===== src/rtl/core/trv_pkg.sv =====
// ----------------------------------------------------------------------------
// trv_pkg
// Shared constants, command types and the single-round update function of the
// Trivium keystream cipher.
// ----------------------------------------------------------------------------
package trv_pkg;

    localparam int STATE_BITS        = 288;
    localparam int WARMUP_PASSES_DEF = 4;
    localparam int BITS_PER_ITEM_DEF = 8;
    localparam int KEY_BITS          = 80;
    localparam int IV_BASE           = 93;
    localparam int ADDR_W            = 5;
    localparam int DATA_W            = 64;
    localparam int LOW_W             = 64;
    localparam int HIGH_W            = 16;
    localparam int BYTE_W            = 8;

    localparam logic CMD_INIT = 1'b0;
    localparam logic CMD_DATA = 1'b1;

    localparam logic [1:0] REG_KEY_LOW  = 2'd0;
    localparam logic [1:0] REG_KEY_HIGH = 2'd1;
    localparam logic [1:0] REG_IV_LOW   = 2'd2;
    localparam logic [1:0] REG_IV_HIGH  = 2'd3;

    typedef struct packed {
        logic load;
        logic step_data;
        logic warm_full;
        logic warm_part;
        logic post_init;
    } t_dp_cmd;

    typedef struct packed {
        logic                  z;
        logic [STATE_BITS-1:0] s;
    } t_round;

    function automatic t_round trv_round(input logic [STATE_BITS-1:0] s);
        logic   a;
        logic   b;
        logic   c;
        t_round r;
        a   = s[65] ^ s[92];
        b   = s[161] ^ s[176];
        c   = s[242] ^ s[287];
        r.z = a ^ b ^ c;
        a   = a ^ (s[90] & s[91]) ^ s[170];
        b   = b ^ (s[174] & s[175]) ^ s[263];
        c   = c ^ (s[285] & s[286]) ^ s[68];
        r.s = {s[286:177], b, s[175:93], a, s[91:0], c};
        return r;
    endfunction

endpackage


===== src/rtl/core/trv_regs.sv =====
// ----------------------------------------------------------------------------
// trv_regs
// APB-style configuration registers holding the key and IV.
// ----------------------------------------------------------------------------
module trv_regs (
    input  logic                        i_clk,
    input  logic                        i_rst_n,
    input  logic                        psel,
    input  logic                        penable,
    input  logic                        pwrite,
    input  logic [trv_pkg::ADDR_W-1:0]  paddr,
    input  logic [trv_pkg::DATA_W-1:0]  pwdata,
    output logic [trv_pkg::DATA_W-1:0]  prdata,
    output logic                        pready,
    output logic [trv_pkg::KEY_BITS-1:0] o_key,
    output logic [trv_pkg::KEY_BITS-1:0] o_iv
);

    logic [trv_pkg::LOW_W-1:0]  r_key_low;
    logic [trv_pkg::HIGH_W-1:0] r_key_high;
    logic [trv_pkg::LOW_W-1:0]  r_iv_low;
    logic [trv_pkg::HIGH_W-1:0] r_iv_high;
    logic                       w_wr;
    logic [1:0]                 w_idx;

    assign pready = 1'b1;
    assign w_wr   = psel && penable && pwrite;
    assign w_idx  = paddr[trv_pkg::ADDR_W-1:3];

    always_ff @(posedge i_clk) begin
        if (!i_rst_n) begin
            r_key_low  <= '0;
            r_key_high <= '0;
            r_iv_low   <= '0;
            r_iv_high  <= '0;
        end else if (w_wr) begin
            case (w_idx)
                trv_pkg::REG_KEY_LOW:  r_key_low  <= pwdata;
                trv_pkg::REG_KEY_HIGH: r_key_high <= pwdata[trv_pkg::HIGH_W-1:0];
                trv_pkg::REG_IV_LOW:   r_iv_low   <= pwdata;
                trv_pkg::REG_IV_HIGH:  r_iv_high  <= pwdata[trv_pkg::HIGH_W-1:0];
                default: ;
            endcase
        end
    end

    always_comb begin
        case (w_idx)
            trv_pkg::REG_KEY_LOW:  prdata = r_key_low;
            trv_pkg::REG_KEY_HIGH: prdata = {{(trv_pkg::DATA_W-trv_pkg::HIGH_W){1'b0}}, r_key_high};
            trv_pkg::REG_IV_LOW:   prdata = r_iv_low;
            trv_pkg::REG_IV_HIGH:  prdata = {{(trv_pkg::DATA_W-trv_pkg::HIGH_W){1'b0}}, r_iv_high};
            default:               prdata = '0;
        endcase
    end

    assign o_key = {r_key_high, r_key_low};
    assign o_iv  = {r_iv_high, r_iv_low};

endmodule


===== src/rtl/core/trv_datapath.sv =====
// ----------------------------------------------------------------------------
// trv_datapath
// The 288-bit cipher state with an unrolled multi-round update, and the
// result payload register.
// ----------------------------------------------------------------------------
module trv_datapath #(
    parameter int WARMUP_PASSES = trv_pkg::WARMUP_PASSES_DEF,
    parameter int BITS_PER_ITEM = trv_pkg::BITS_PER_ITEM_DEF
) (
    input  logic                         i_clk,
    input  logic                         i_rst_n,
    input  trv_pkg::t_dp_cmd             i_cmd,
    input  logic [trv_pkg::KEY_BITS-1:0] i_key,
    input  logic [trv_pkg::KEY_BITS-1:0] i_iv,
    input  logic [trv_pkg::BYTE_W-1:0]   i_data_byte,
    output logic [trv_pkg::BYTE_W-1:0]   o_out_byte,
    output logic [trv_pkg::BYTE_W-1:0]   o_stream_byte,
    output logic                         o_init_done
);

    localparam int SB       = trv_pkg::STATE_BITS;
    localparam int WARM_REM = (WARMUP_PASSES * SB) % BITS_PER_ITEM;

    logic [SB-1:0]              r_state;
    logic [SB-1:0]              n_state;
    logic [SB-1:0]              w_stage [0:BITS_PER_ITEM];
    logic [BITS_PER_ITEM-1:0]   w_z;
    logic [trv_pkg::BYTE_W-1:0] w_ks;
    logic [SB-1:0]              w_load;
    logic [trv_pkg::BYTE_W-1:0] r_out_byte;
    logic [trv_pkg::BYTE_W-1:0] r_stream_byte;
    logic                       r_init_done;

    assign w_stage[0] = r_state;

    genvar k;
    generate
        for (k = 0; k < BITS_PER_ITEM; k++) begin : g_round
            trv_pkg::t_round w_r;
            assign w_r          = trv_pkg::trv_round(w_stage[k]);
            assign w_stage[k+1] = w_r.s;
            assign w_z[k]       = w_r.z;
        end
        for (k = 0; k < trv_pkg::BYTE_W; k++) begin : g_ks
            if (k < BITS_PER_ITEM) begin : g_bit
                assign w_ks[k] = w_z[BITS_PER_ITEM-1-k];
            end else begin : g_zero
                assign w_ks[k] = 1'b0;
            end
        end
    endgenerate

    assign w_load = {3'b111,
                     {(SB-3-trv_pkg::IV_BASE-trv_pkg::KEY_BITS){1'b0}},
                     i_iv,
                     {(trv_pkg::IV_BASE-trv_pkg::KEY_BITS){1'b0}},
                     i_key};

    always_comb begin
        n_state = r_state;
        if (i_cmd.load) begin
            n_state = w_load;
        end else if (i_cmd.step_data || i_cmd.warm_full) begin
            n_state = w_stage[BITS_PER_ITEM];
        end else if (i_cmd.warm_part) begin
            n_state = w_stage[WARM_REM];
        end
    end

    always_ff @(posedge i_clk) begin
        if (!i_rst_n) begin
            r_state <= '0;
        end else begin
            r_state <= n_state;
        end
    end

    always_ff @(posedge i_clk) begin
        if (i_cmd.step_data) begin
            r_out_byte    <= i_data_byte ^ w_ks;
            r_stream_byte <= w_ks;
            r_init_done   <= 1'b0;
        end else if (i_cmd.post_init) begin
            r_out_byte    <= '0;
            r_stream_byte <= '0;
            r_init_done   <= 1'b1;
        end
    end

    assign o_out_byte    = r_out_byte;
    assign o_stream_byte = r_stream_byte;
    assign o_init_done   = r_init_done;

endmodule


===== src/rtl/core/trv_ctrl.sv =====
// ----------------------------------------------------------------------------
// trv_ctrl
// Controller: handshakes, warm-up sequencing and the result valid flag.
// ----------------------------------------------------------------------------
module trv_ctrl #(
    parameter int WARMUP_PASSES = trv_pkg::WARMUP_PASSES_DEF,
    parameter int BITS_PER_ITEM = trv_pkg::BITS_PER_ITEM_DEF
) (
    input  logic             i_clk,
    input  logic             i_rst_n,
    input  logic             i_valid,
    input  logic             i_command,
    output logic             o_stall,
    output logic             o_valid,
    input  logic             i_stall,
    output trv_pkg::t_dp_cmd o_cmd
);

    localparam int WARM_ROUNDS = WARMUP_PASSES * trv_pkg::STATE_BITS;
    localparam int WARM_CYC    = (WARM_ROUNDS + BITS_PER_ITEM - 1) / BITS_PER_ITEM;
    localparam int WARM_REM    = WARM_ROUNDS % BITS_PER_ITEM;
    localparam int CNT_W       = $clog2(WARM_CYC + 1);

    localparam logic [1:0] S_IDLE = 2'd0;
    localparam logic [1:0] S_WARM = 2'd1;
    localparam logic [1:0] S_POST = 2'd2;

    logic [1:0]       r_state;
    logic [1:0]       n_state;
    logic [CNT_W-1:0] r_cnt;
    logic [CNT_W-1:0] n_cnt;
    logic             r_out_valid;
    logic             n_out_valid;
    logic             w_accept;
    logic             w_out_free;
    logic             w_last;

    assign w_out_free = !r_out_valid || !i_stall;
    assign o_stall    = (r_state != S_IDLE) || !w_out_free;
    assign w_accept   = i_valid && !o_stall;
    assign w_last     = (r_cnt == '0);
    assign o_valid    = r_out_valid;

    always_comb begin
        o_cmd           = '0;
        o_cmd.load      = w_accept && (i_command == trv_pkg::CMD_INIT);
        o_cmd.step_data = w_accept && (i_command == trv_pkg::CMD_DATA);
        o_cmd.warm_full = (r_state == S_WARM) && !(w_last && (WARM_REM != 0));
        o_cmd.warm_part = (r_state == S_WARM) && w_last && (WARM_REM != 0);
        o_cmd.post_init = (r_state == S_POST) && w_out_free;
    end

    always_comb begin
        n_state = r_state;
        n_cnt   = r_cnt;
        case (r_state)
            S_IDLE: begin
                if (o_cmd.load) begin
                    n_state = S_WARM;
                    n_cnt   = CNT_W'(WARM_CYC - 1);
                end
            end
            S_WARM: begin
                if (w_last) begin
                    n_state = S_POST;
                end else begin
                    n_cnt = r_cnt - CNT_W'(1);
                end
            end
            S_POST: begin
                if (w_out_free) begin
                    n_state = S_IDLE;
                end
            end
            default: n_state = S_IDLE;
        endcase
    end

    always_comb begin
        if (o_cmd.step_data || o_cmd.post_init) begin
            n_out_valid = 1'b1;
        end else if (!i_stall) begin
            n_out_valid = 1'b0;
        end else begin
            n_out_valid = r_out_valid;
        end
    end

    always_ff @(posedge i_clk) begin
        if (!i_rst_n) begin
            r_state     <= S_IDLE;
            r_cnt       <= '0;
            r_out_valid <= 1'b0;
        end else begin
            r_state     <= n_state;
            r_cnt       <= n_cnt;
            r_out_valid <= n_out_valid;
        end
    end

    a_one_cmd: assert property (@(posedge i_clk) disable iff (!i_rst_n)
        $onehot0({o_cmd.load, o_cmd.step_data, o_cmd.warm_full, o_cmd.warm_part,
                  o_cmd.post_init}))
        else $error("More than one datapath command in a cycle.");

    a_load_warm: assert property (@(posedge i_clk) disable iff (!i_rst_n)
        o_cmd.load |=> (r_state == S_WARM) && (r_cnt == CNT_W'(WARM_CYC - 1)))
        else $error("Init transaction did not start the warm-up.");

    a_warm_end: assert property (@(posedge i_clk) disable iff (!i_rst_n)
        (r_state == S_WARM) && w_last |=> (r_state == S_POST))
        else $error("Warm-up did not end after its last cycle.");

    a_post_result: assert property (@(posedge i_clk) disable iff (!i_rst_n)
        o_cmd.post_init |=> o_valid && (r_state == S_IDLE))
        else $error("Init result was not presented.");

endmodule


===== src/rtl/core/trivium_keystream_cipher.sv =====
// ----------------------------------------------------------------------------
// trivium_keystream_cipher
// Trivium stream cipher with an 80-bit key and IV over a 288-bit state.
//
//   Channel  Direction  Handshake          Payload
//   input    in         i_valid / o_stall  i_command, i_data_byte
//   output   out        o_valid / i_stall  o_out_byte, o_stream_byte, o_init_done
//   config   in         APB write / read   key_low, key_high, iv_low, iv_high
//
// BITS_PER_ITEM rounds are unrolled per cycle, and data transactions may follow
// each other in consecutive cycles while the output is not stalled. An init
// transaction loads the key and IV and runs WARMUP_PASSES * 288 warm-up rounds,
// paced by the warm-up counter in the controller, before its result is shown.
// Reset clears the state, the configuration registers and the handshake logic.
// A stalled result holds the output register and blocks new transactions.
// ----------------------------------------------------------------------------
module trivium_keystream_cipher #(
    parameter int WARMUP_PASSES = trv_pkg::WARMUP_PASSES_DEF,
    parameter int BITS_PER_ITEM = trv_pkg::BITS_PER_ITEM_DEF
) (
    input  logic                        i_clk,
    input  logic                        i_rst_n,
    input  logic                        i_valid,
    output logic                        o_stall,
    input  logic                        i_command,
    input  logic [trv_pkg::BYTE_W-1:0]  i_data_byte,
    output logic                        o_valid,
    input  logic                        i_stall,
    output logic [trv_pkg::BYTE_W-1:0]  o_out_byte,
    output logic [trv_pkg::BYTE_W-1:0]  o_stream_byte,
    output logic                        o_init_done,
    input  logic                        psel,
    input  logic                        penable,
    input  logic                        pwrite,
    input  logic [trv_pkg::ADDR_W-1:0]  paddr,
    input  logic [trv_pkg::DATA_W-1:0]  pwdata,
    output logic [trv_pkg::DATA_W-1:0]  prdata,
    output logic                        pready
);

    trv_pkg::t_dp_cmd             w_cmd;
    logic [trv_pkg::KEY_BITS-1:0] w_key;
    logic [trv_pkg::KEY_BITS-1:0] w_iv;

    trv_regs u_regs (
        .i_clk   (i_clk),
        .i_rst_n (i_rst_n),
        .psel    (psel),
        .penable (penable),
        .pwrite  (pwrite),
        .paddr   (paddr),
        .pwdata  (pwdata),
        .prdata  (prdata),
        .pready  (pready),
        .o_key   (w_key),
        .o_iv    (w_iv)
    );

    trv_ctrl #(
        .WARMUP_PASSES (WARMUP_PASSES),
        .BITS_PER_ITEM (BITS_PER_ITEM)
    ) u_ctrl (
        .i_clk     (i_clk),
        .i_rst_n   (i_rst_n),
        .i_valid   (i_valid),
        .i_command (i_command),
        .o_stall   (o_stall),
        .o_valid   (o_valid),
        .i_stall   (i_stall),
        .o_cmd     (w_cmd)
    );

    trv_datapath #(
        .WARMUP_PASSES (WARMUP_PASSES),
        .BITS_PER_ITEM (BITS_PER_ITEM)
    ) u_datapath (
        .i_clk         (i_clk),
        .i_rst_n       (i_rst_n),
        .i_cmd         (w_cmd),
        .i_key         (w_key),
        .i_iv          (w_iv),
        .i_data_byte   (i_data_byte),
        .o_out_byte    (o_out_byte),
        .o_stream_byte (o_stream_byte),
        .o_init_done   (o_init_done)
    );

endmodule


===== config.mk =====
export PLATFORM = sky130hd
export DESIGN_NAME = trivium_keystream_cipher
export DESIGN_NICKNAME = d
export VERILOG_FILES = /design/src/rtl/core/trv_pkg.sv /design/src/rtl/core/trv_regs.sv /design/src/rtl/core/trv_datapath.sv /design/src/rtl/core/trv_ctrl.sv /design/src/rtl/core/trivium_keystream_cipher.sv
export SDC_FILE = /design/constraint.sdc
export NUM_CORES = 1
export LEC_CHECK = 0
export BUFFER_PORTS_ARGS = -buffer_cell sky130_fd_sc_hd__buf_4
export CAP_MARGIN = 30
export CORE_MARGIN = 4
export CORE_UTILIZATION = 36
export DETAILED_ROUTE_END_ITERATION = 16
export GPL_TIMING_DRIVEN = 0
export HOLD_SLACK_MARGIN = 0.08
export SLEW_MARGIN = 20
export SYNTH_ARGS = -nofsm -noshare
export SYNTH_HDL_FRONTEND = slang
export SYNTH_SLANG_ARGS = --single-unit

===== constraint.sdc =====
create_clock -name i_clk -period 2.7 [get_ports i_clk]
set_clock_uncertainty 0.1 [all_clocks]
set_input_delay 0.81 -clock i_clk [delete_from_list [all_inputs] [get_ports i_clk]]
set_output_delay 0.81 -clock i_clk [all_outputs]
set_load 0.01 [all_outputs]

==> summary.txt, run 1 <==
Run status
  – Run status: complete, but fails checks
  – Failing checks: negative setup slack

Clocking
  – Root buf cell: clkbuf_16
  – Clk_lat worst skew: 610 ps
  – Clock Tree Buf Depth: 3
  – Htree depth: 2
  – Clk sinks: 476
  – Clock Pin Slew Worst Setup and Hold Paths: 60 ps
  – CTS buffer count: 51
  – CTS tree: built

Detailed routing
  – Post-route ant nets: 0
  – Iter 0 DRT Violations: 1836
  – Pre-Repair DR Iteration Count: 6
  – DRC Markers: 0
  – Ratio of routed vias to standard cells: 5.42
  – Via count: 18000
  – Post-Route WL: 68500 um
  – Wire per inst: 20.6 um

Timing
  – Worst-Margin Slew: 982 ps
  – Unrepaired setup endpoints after global routing: true
  – Max Freq: 0.369 GHz
  – Hold Fails Final Rpt: 0
  – Setup violations, final: 4
  – Tcrit/Tclk final: 100%
  – Final min period: 2710 ps
  – Relative slew slack: 34.6%
  – Post-route setup slack: -11.7 ps
  – Pins over their slew limit: 0

Global routing
  – GRT Total Usage: 22.7%
  – Initial antenna violation count: 4
  – First-pass GRT wire length: 102000 um
  – Vias in the first global route: 17100
  – Remaining global-route overflow: 0
  – Largest net degree at the start of global routing: 17

Logic synthesis
  – Yosys cell types: 56
  – Area contributors post-synth: dfxtp_1 (47%), nand2_1 (14%), a21oi_1 (11%)
  – Cell Area, Synth: 19600 um^2
  – Syn_nets: 2447
  – Cells after Synth: 2360
  – Syn. warnings: 0
  – Yosys top cell by area: dfxtp_1
  – Top-area cell type share of the netlist area: 46.9%
  – Avg Inst Size Synth: 8.32 um^2
  – Sequential cell area fraction in the yosys report: 49.4%
  – Ys flop type: dfxtp_1
  – Post-synth EDFFs: 16
  – FF+latch count, synth: 476
  – Post-synth ARST share: 0%

Final layout
  – Util after Layout: 44.5%
  – Most common cell after layout, fill and taps aside: nand2_1
  – Fin nets: 2676
  – Commonest cells after routing, fill and taps aside: nand2_1 (724), dfxtp_1 (460), a21oi_1 (434)
  – Layout filler cell count: 5302
  – Ratio of cells with drive above 1 in the final layout: 15.1%
  – Layout area overhead: 22.4%

Placement
  – Setup WS pre-CTS: -789 ps
  – Final HPWL DP: 50200 um
  – GPL Wtd Cong: 0.925
  – Port bufs: 161

Floorplanning
  – Ports: 169
  – Die height: 241 um
  – Die width: 241 um
  – # rows: 85
  – Starting Density: 36.4%
  – CORE AREA: 53900 um^2
  – Die area: 58300 um^2

Power
  – P_leak: 0.00884 uW
  – Max IR drop VDD: 0.457 mV
  – Pwr dens: 697 nW/um^2
  – Total power: 16700 uW

Critical path
  – Required time of the critical path: 1790 ps
  – CP max FO: 10
  – Setup crit end kind: output port
  – Setup CP Type: in -> out
  – Crit path DAT: 1800 ps
  – Crit start category: primary input

Worst hold path
  – Hold Path Class: reg -> reg

Run
  – Max-Cap Viols: 0
-- area by class of cell --
cell class                      count  area (um^2)  area share, %
Sequential cell                   476         9690           40.3
Multi-Input combinational cell   1689         9060           37.7
Clock buffer                       79         1540           6.43
Timing Repair Buffer              178         1510           6.30
Buffer                            188         1090           4.55
Tap cell                          696          871           3.63
Clock inverter                     15          219          0.912
Inverter                            5         18.8         0.0781
Antenna cell                        3         7.51         0.0313
-- per-layer routing --
metal  GRT usage [%]  vias up  routed length [um]
met4            8.43        2                2410
met2            36.1      763               30800
li1                -     8480                   -
met3            4.82      157                6390
met5               0        -                  20
met1            30.7     8627               28800
-- registers in the layout, summed over array words and instances, names as in the netlist --
register                  cells
u_regs.r_iv_low              64
u_ctrl.r_cnt                  8
u_datapath.r_state          288
u_datapath.o_init_done        1
u_ctrl.r_state                2
u_datapath.o_out_byte         8
u_datapath.o_stream_byte      8
u_regs.r_iv_high             16
u_regs.r_key_high            16
u_ctrl.o_valid                1
u_regs.r_key_low             64
-- stage by stage --
stage | cell area, um^2 | hold slack, ps | setup TNS [ps] | std cells
CTS | 24000 | 344 | -386 | 3323
global route | 24000 | 362 | -96.7 | 3327
global placement | 21700 | 338 | -73160 | 3217
finish | 24000 | 351 | -27.5 | 3329
floorplan | 19600 | 327 | 0 | 2360
detailed placement | 21700 | 345 | -62580 | 3219
-- synthesized netlist by cell type (12+ instances only) --
| cell type | n |
|---|---|
| nand2_1 | 724 |
| dfxtp_1 | 460 |
| a21oi_1 | 434 |
| o21ai_0 | 98 |
| clkbuf_1 | 86 |
| nor2_1 | 81 |
| xnor2_1 | 76 |
| buf_2 | 70 |
| mux2i_1 | 49 |
| a32oi_1 | 37 |
| nand3_1 | 34 |
| a22oi_1 | 23 |
| a221o_1 | 20 |
| edfxtp_1 | 16 |
| mux4_2 | 16 |
| buf_6 | 13 |
| buf_4 | 12 |
-- repair_timing --
| action | in CTS | in global routing |
|---|---|---|
| hold buffers | 0 | 0 |
| gates cloned | 5 | 1 |
| setup buffers | 5 | 5 |
| resized for setup | 69 | 19 |
| pin swaps | 0 | 2 |
| setup endpoints to repair | 64 | 49 |
-- worst paths after layout --
check,to,depth (start not counted),slack [ps],startpoint
max,prdata[0],5,-10,paddr[4]
min,u_datapath.r_state[225]$_SDFFE_PP0N_,2,350,u_datapath.r_state[217]$_SDFFE_PP0N_
max reg2reg,u_datapath.o_out_byte[4]$_SDFFCE_PN0P_,4,260,u_ctrl.o_valid$_SDFFE_PN0P_
min reg2reg,u_datapath.r_state[225]$_SDFFE_PP0N_,2,350,u_datapath.r_state[217]$_SDFFE_PP0N_
-- where the power goes --
part / leakage, uW / switching (uW) / total [uW] / internal [uW]
clock: 0.000872 / 2920 / 7330 / 4410
sequential: 0.00388 / 194 / 7490 / 7300
combinational: 0.00408 / 1210 / 1920 / 709
total: 0.00884 / 4320 / 16700 / 12400
-- critical path, cell delays in order --
cell and delay (ps):
buf_12 110, buf_16 170, buf_12 160, mux4_2 380, buf_6 160
-- cell families (layout without fill, tap and decap cells) --
| kind of cell | Yosys count | after routing | synth area share (%) |
|---|---|---|---|
| and+or+nand+nor | 877 | 877 | 17.7 |
| AOI/OAI and AO/OA | 652 | 652 | 18.9 |
| DFF | 476 | 476 | 49.4 |
| buffers and inverters | 195 | 465 | 4.90 |
| xor gates and xnor gates | 92 | 92 | 4.67 |
| muxes | 65 | 65 | 4.34 |
| adders and majority gates | 2 | 2 | 0.127 |
| other | 1 | 4 | 0.0191 |
Power figures use the tool's default switching activity.
==> run 2: changes to the inputs <==
ABC_AREA = 1   (was not set)
GPL_ROUTABILITY_DRIVEN = 0   (was not set)
PLACE_DENSITY = 0.59   (was not set)
==> run 2 against run 1 <==
The flow still finishes with violations (negative setup slack). Synthesized cell count grew 16%. Wire length grew 6.7%. Sequential power is essentially flat. Sequential share of layout area shrank 0.77 points. Power grew 1.6%. Worst hold slack gained 11 ps. Critical path depth is the same. Maximum frequency shrank 3.9%. Core utilization shrank 0.10 points. Die area grew 2.2%. Critical path type unchanged. Largest cell class unchanged. Largest power group unchanged. Highest routed layer unchanged.
==> summary.txt, run 2 <==
Floorplanning
  – Die width: 244 um (+1.1%)
  – Die height: 244 um (+1.1%)
  – # rows: 86 (+1.2%)
  – Die area: 59600 um^2 (+2.2%)
  – Ports: 169 (unchanged)
  – CORE AREA: 55100 um^2 (+2.2%)
  – Starting Density: 36.4% (about the same)

Clocking
  – Clk sinks: 476 (unchanged)
  – Hold_buf cts: 0 (unchanged)
  – CTS tree: built
  – CTS buffer count: 50 (-2.0%)
  – Htree depth: 2 (unchanged)
  – Clock Pin Slew Worst Setup and Hold Paths: 60 ps (about the same)
  – Clock Tree Buf Depth: 3 (unchanged)
  – Clk_lat worst skew: 620 ps (about the same)
  – Root buf cell: clkbuf_16

Placement
  – Area after DPL: 22200 um^2 (+2.3%)
  – Port bufs: 164 (+1.9%)
  – Final HPWL DP: 54900 um (+9.4%)

Final layout
  – Ratio of cells with drive above 1 in the final layout: 15.4% (+0.37 points)
  – Number of diodes: 0 (-3)
  – Max reg flops: 288 (unchanged)
  – Largest register by flop count: u_datapath.r_state
  – Most common cell after layout, fill and taps aside: nand2_1
  – Biggest regs: u_datapath.r_state: 288 flops, u_regs.r_iv_low: 64 flops, u_regs.r_key_low: 64 flops
  – Final design instance area without fill: 24500 um^2 (+1.9%)
  – Commonest cells after routing, fill and taps aside: nand2_1 (855), dfxtp_1 (460), a21oi_1 (272)
  – Layout area overhead: 22.0%
  – Fin nets: 3045 (+14%)

Global routing
  – Remaining global-route overflow: 0 (unchanged)
  – GRT Total Usage: 23.5% (+0.73 points)
  – Most Crowded Layer GR: met2
  – Vias in the first global route: 18800 (+9.9%)
  – First-pass GRT wire length: 109000 um (+6.5%)
  – GR Util met2: 39.9% (+3.8 points)
  – Largest net degree at the start of global routing: 18 (+1)
  – Global routing usage on met1: 29.6% (-1.1 points)
  – Met3 Use GR: 4.02% (-0.79 points)
  – Initial antenna violation count: 3 (-1)

Logic synthesis
  – Syn_nets: 2820 (+15%)
  – Top-area cell type share of the netlist area: 45.9% (-1.0 points)
  – Sequential cell area fraction in the yosys report: 48.3% (-1.1 points)
  – Cell Area, Synth: 20100 um^2 (+2.2%)
  – Avg Inst Size Synth: 7.34 um^2 (-12%)
  – Yosys cell types: 35 (-38%)
  – Area contributors post-synth: dfxtp_1 (46%), nand2_1 (16%), a21oi_1 (6.8%)
  – Ys flop type: dfxtp_1
  – Yosys top cell by area: dfxtp_1
  – FF+latch count, synth: 476 (unchanged)
  – Post-synth ARST share: 0% (unchanged)
  – Commonest cells in the netlist: nand2_1 (856), dfxtp_1 (460), a21oi_1 (272)
  – Syn. warnings: 0 (unchanged)
  – Most frequent cell after synthesis: nand2_1
  – Post-synth EDFFs: 16 (unchanged)
  – Cells after Synth: 2733 (+16%)

Critical path
  – RR Endpoint: u_datapath.r_state[163]$_SDFFE_PN0P_
  – Setup CP Type: in -> out
  – Crit path DAT: 1910 ps (+110 ps)
  – Flop-to-flop setup slack: 460 ps (+200 ps)
  – R2r startpoint: u_ctrl.r_state[1]$_SDFFE_PN0P_
  – Setup crit end kind: output port
  – CP max FO: 10 (unchanged)
  – Required time of the critical path: 1790 ps (about the same)
  – Worst Reg-to-Reg Cells: 7 (+3)
  – Crit start category: primary input

Power
  – P_leak: 0.00901 uW (+1.9%)
  – Max IR drop VDD: 0.466 mV (+2.1%)
  – Pwr dens: 694 nW/um^2 (-0.37%)

Worst hold path
  – Cell count of the worst hold path: 2 (unchanged)
  – Hold Path Class: reg -> reg
  – Hold Startpoint: u_datapath.r_state[198]$_SDFFE_PP0N_
  – Min-Delay Endpoint: u_datapath.r_state[198]$_SDFFE_PP0N_

Timing
  – Pins over their slew limit: 0 (unchanged)
  – Setup TNS Final: -3320 ps (-3290 ps)
  – Unrepaired setup endpoints after global routing: true
  – Tcrit/Tclk final: 105% (+4.1 points)
  – Final min period: 2820 ps (+110 ps)
  – Post-route setup slack: -122 ps (-110 ps)
  – Hold Fails Final Rpt: 0 (unchanged)
  – Setup violations, final: 54 (+50)
  – Relative slew slack: 39.6% (+5.1 points)
  – Worst-Margin Slew: 905 ps (-76.3 ps)
  – Max Freq: 0.354 GHz (-3.9%)

Detailed routing
  – Pre-Repair DR Iteration Count: 7 (+1)
  – Iter 0 DRT Violations: 1733 (-5.6%)
  – Post-Route WL: 73100 um (+6.7%)
  – Ratio of routed vias to standard cells: 5.25 (-3.1%)
  – Via count: 19600 (+8.9%)
  – Wire per inst: 19.5 um (-5.1%)
  – Post-route ant nets: 0 (unchanged)
  – DRC Markers: 0 (unchanged)

Run
  – Max-Cap Viols: 0 (unchanged)

Run status
  – Failing checks: negative setup slack
  – Run status: complete, but fails checks
[run 2: changes by cell type in the layout (fill, tap and decap cells not counted), moves of 37 or more]
cell	delta
a32oi_1	-37
mux2i_1	-41
o21ai_0	+79
a31oi_1	+126
nor2_1	+134
nand2_1	+131
xnor2_1	-68
a21oi_1	-162
inv_1	+200
[run 2: repair_timing]
| item | 4_1_cts | 5_1_grt |
|---|---|---|
| cloned | 2 | 0 |
| resized for setup | 80 | 21 |
| setup endpoints to repair | 64 | 64 |
| setup buffers | 4 | 3 |
| pin swaps | 1 | 1 |
[run 2: kinds of logic after synthesis]
kind of cell / share of synthesized area (%)
AO/OA/AOI/OAI: 20.0
XOR/XNOR: 1.05
adder cells (fa/ha/maj): 0.125
buffers and inverters: 8.24
flip-flops: 48.3
other: 0.0187
AND/OR/NAND/NOR: 22.3
[run 2: area by class of cell]
class | instances | area [um^2]
fill | 5614 | 30600
sequential | 476 | 9690
multi-input combinational | 1867 | 9030
clock buffer | 77 | 1530
timing repair buffer | 173 | 1340
buffer | 175 | 961
tap | 748 | 936
inverter | 215 | 812
clock inverter | 12 | 180
[run 2: worst max-delay path by stage]
stage,start,end,slack (ps),cells after the start
6_report,paddr[3],prdata[6],-120,5
5_1_grt,paddr[3],prdata[18],-140,6
4_1_cts,paddr[3],prdata[41],-90,6
3_5_place_dp,paddr[4],prdata[56],-1130,8
3_3_place_gp,paddr[4],prdata[56],-1110,8
2_1_floorplan,paddr[4],prdata[19],90,6
[run 2: metal layers]
layer  vias to the layer above  routed length [um]
met2                       865               34400
met3                       157                5860
met5                         -                  27
met4                         4                3000
met1                      9220               29800
li1                       9392                   -
[run 2: metrics by stage]
step | total power [uW] | hold WS [ps] | worst slack, ps | util, % | instances
floorplan | 9010 | 339 | 93.9 | - | 2733
global placement | 9860 | 351 | -1110 | 40.4 | 3645
detailed placement | 9890 | 354 | -1130 | 40.4 | 3645
CTS | 17000 | 346 | -93.1 | 44.2 | 3740
global route | 17600 | 357 | -137 | 44.4 | 3743
finish | 17000 | 362 | -122 | 44.4 | 3743
[run 2: where the power goes]
part	total [uW]	switching [uW]	internal, uW
combinational	2360	1640	724
sequential	7490	184	7310
clock	7150	2950	4200
[run 2: critical path: stages]
cell and delay (ps):
buf_4 150, nor2_1 150, inv_2 150, o21ai_0 430, buf_4 210
==> run 3: changes to the inputs <==
CTS_BUF_LIST = sky130_fd_sc_hd__clkbuf_16   (was not set)
==> run 3 against run 2 <==
The run still ends with negative setup slack left. Sequential share of layout area shrank 0.18 points. Flip-flop and latch count is the same. Die area is the same. Cell count is essentially flat. Global-route usage is essentially flat. Combinational power grew 2%. Final area grew 0.46%. Power shrank 3.0%. First-iteration DRC count shrank 2.9%. Worst setup slack gained 38 ps. Count of clock-buffer cells in the layout shrank 27. Via count grew 0.17%. Critical path type unchanged. Largest power group unchanged. Highest routed layer unchanged.
==> summary.txt, run 3 (synthesized netlist as in run 2, its figures left out) <==
Floorplanning
  – Die area: 59600 um^2 (unchanged)
  – CORE AREA: 55100 um^2 (unchanged)
  – # rows: 86 (unchanged)
  – Starting Density: 36.4% (unchanged)
  – Die width: 244 um (unchanged)
  – Ports: 169 (unchanged)
  – Die height: 244 um (unchanged)

Timing
  – Max Freq: 0.359 GHz (+1.3%)
  – Unrepaired setup endpoints after global routing: true
  – Hold WS: 362 ps (-0.0890 ps)
  – Post-route setup slack: -84.2 ps (+37.5 ps)
  – Tcrit/Tclk final: 103% (-1.4 points)
  – Pins over their slew limit: 0 (unchanged)
  – Relative slew slack: 39.4% (-0.22 points)
  – Hold Fails Final Rpt: 0 (unchanged)
  – Worst-Margin Slew: 909 ps (+3.35 ps)
  – Final min period: 2780 ps (-37.5 ps)
  – Setup violations, final: 45 (-17%)

Detailed routing
  – Iter 0 DRT Violations: 1682 (-2.9%)
  – WL met2: 34400 um (-0.15%)
  – Wire per inst: 19.6 um (+0.53%)
  – DRC Markers: 0 (unchanged)
  – Top sig layer: met5
  – WL met3: 5530 um (-5.7%)
  – Ratio of routed vias to standard cells: 5.25 (about the same)
  – Pre-Repair DR Iteration Count: 7 (unchanged)
  – Post-Route WL: 73500 um (+0.61%)
  – Wl on met1: 30400 um (+2.1%)
  – Post-route ant nets: 0 (unchanged)
  – Via count: 19700 (+0.17%)

Clocking
  – Htree depth: 2 (unchanged)
  – Clk sinks: 476 (unchanged)
  – CTS tree: built
  – Clock Pin Slew Worst Setup and Hold Paths: 60 ps (about the same)
  – Clk_lat worst skew: 620 ps (about the same)
  – Root buf cell: clkbuf_16
  – CTS buffer count: 50 (unchanged)
  – Clock Tree Buf Depth: 3 (unchanged)

Critical path
  – Setup crit end kind: output port
  – Crit start category: primary input
  – CP max FO: 10 (unchanged)
  – CP dominant cell by count: buf_12
  – Flop-to-flop setup slack: 470 ps (about the same)
  – Worst-path cell chain: buf_12 -> nor2_4 -> clkinvlp_4 -> buf_12 -> buf_12 -> o22ai_2 -> buf_4
  – Worst Reg-to-Reg Cells: 7 (unchanged)
  – R2r startpoint: u_ctrl.r_state[1]$_SDFFE_PN0P_
  – Crit path DAT: 1870 ps (-40 ps)
  – Required time of the critical path: 1790 ps (about the same)
  – Setup CP Type: in -> out
  – CP max stage cell: nor2_4
  – Crit path largest cell delay: 180 ps (-250 ps)
  – RR Endpoint: u_datapath.r_state[104]$_SDFFE_PN0P_

Global routing
  – First-pass GRT wire length: 109000 um (about the same)
  – Initial antenna violation count: 4 (+1)
  – Remaining global-route overflow: 0 (unchanged)
  – GRT Total Usage: 23.5% (about the same)
  – Largest net degree at the start of global routing: 18 (unchanged)
  – Vias in the first global route: 18800 (-0.13%)

Final layout
  – Commonest cells after routing, fill and taps aside: nand2_1 (855), dfxtp_1 (460), a21oi_1 (270)
  – Largest register by flop count: u_datapath.r_state
  – Final design instance area without fill: 24600 um^2 (+0.46%)
  – Layout filler cell count: 5603 (-0.20%)
  – Ratio of cells with drive above 1 in the final layout: 15.3% (-0.12 points)
  – Util after Layout: 44.6% (+0.20 points)
  – Layout area overhead: 22.6%
  – Max reg flops: 288 (unchanged)
  – Area of the multi-input gates: 9190 um^2 (+1.8%)
  – Most common cell after layout, fill and taps aside: nand2_1
  – Biggest regs: u_datapath.r_state: 288 flops, u_regs.r_iv_low: 64 flops, u_regs.r_key_low: 64 flops
  – Number of diodes: 0 (unchanged)
  – Post-Layout Cell Count: 3746 (+0.080%)
  – Fin nets: 3048 (+0.099%)
  – Register area: 9690 um^2 (unchanged)

Power
  – Max IR drop VDD: 0.471 mV (+0.92%)
  – Total power: 16500 uW (-3.0%)
  – Switching power: 4780 uW (+0.28%)
  – Flop pwr share: 45.4% (+1.3 points)
  – Gate power share: 14.6% (+0.7 points)
  – Pwr dens: 670 nW/um^2 (-3.5%)
  – P_leak: 0.00900 uW (about the same)
  – Net Sw Frac: 29.0% (+0.96 points)
  – Clk pwr share: 40.0% (-2.0 points)
  – Internal: 11700 uW (-4.3%)

Worst hold path
  – Cell count of the worst hold path: 2 (unchanged)
  – Min-Delay Endpoint: u_datapath.r_state[206]$_SDFFE_PP0N_
  – Hold Startpoint: u_datapath.r_state[206]$_SDFFE_PP0N_
  – Hold Path Class: reg -> reg

Run status
  – Run status: complete, but fails checks
  – Failing checks: negative setup slack

Placement
  – Placed cells: 3645 (unchanged)
  – Area after DPL: 22200 um^2 (unchanged)
  – Port bufs: 164 (unchanged)
  – Final HPWL DP: 54900 um (unchanged)

Run
  – Max-Cap Viols: 0 (unchanged)
run 3: cell type report:
| type | count | share of cell area, % |
|---|---|---|
| well taps | 748 | 3.80 |
| inverters | 215 | 3.30 |
| plain buffers | 175 | 4.00 |
| repair buffers | 175 | 5.87 |
| repair inverters | 1 | 0.0305 |
| flip-flops and latches | 476 | 39.4 |
| clock inverters | 39 | 1.14 |
| clock buffers | 50 | 5.09 |
| multi-input cells | 1867 | 37.4 |
run 3: power groups by stage:
stage | clock network [uW] | registers (uW) | logic [uW]
2_1_floorplan | 0 | 7590 | 1420
3_3_place_gp | 0 | 7630 | 2230
3_5_place_dp | 0 | 7640 | 2250
4_1_cts | 6670 | 7490 | 2320
5_1_grt | 6960 | 7510 | 2600
6_report | 6590 | 7490 | 2400
run 3: metrics by stage:
step | TNS, ps | setup slack [ps]
2_1_floorplan | 0 | 93.9
3_3_place_gp | -39220 | -1110
3_5_place_dp | -39410 | -1130
4_1_cts | -2540 | -93.1
5_1_grt | -2980 | -87.6
6_report | -1780 | -84.2
run 3: how the worst max path moves through the flow:
| stage | start | end | cells after the start |
|---|---|---|---|
| final | paddr[3] | prdata[61] | 7 |
| after global routing | paddr[3] | prdata[35] | 7 |
| after CTS | paddr[3] | prdata[41] | 6 |
| after detailed placement | paddr[4] | prdata[56] | 8 |
| after global placement | paddr[4] | prdata[56] | 8 |
| after floorplan | paddr[4] | prdata[19] | 6 |
run 3: repair_timing:
item	CTS	global route
cloned	2	2
pin swaps	1	4
endpoints found under the setup margin	64	64
gates resized for setup	80	69
endpoints found under the hold margin	0	0
setup buffers	4	4
hold buffers	0	0
run 3: worst max-delay path: cells and delay by family:
| family | cells | cell delay (ps) |
|---|---|---|
| simple gates | 1 | 180 |
| compound gates | 1 | 160 |
| buf+inv | 5 | 710 |
run 3: routing by layer:
layer  GRT usage, %  vias to the layer above
li1               -                     9424
met1           29.6                     9269
met2           39.8                      811
met3           4.00                      161
met4           9.69                        6
met5              0                        -
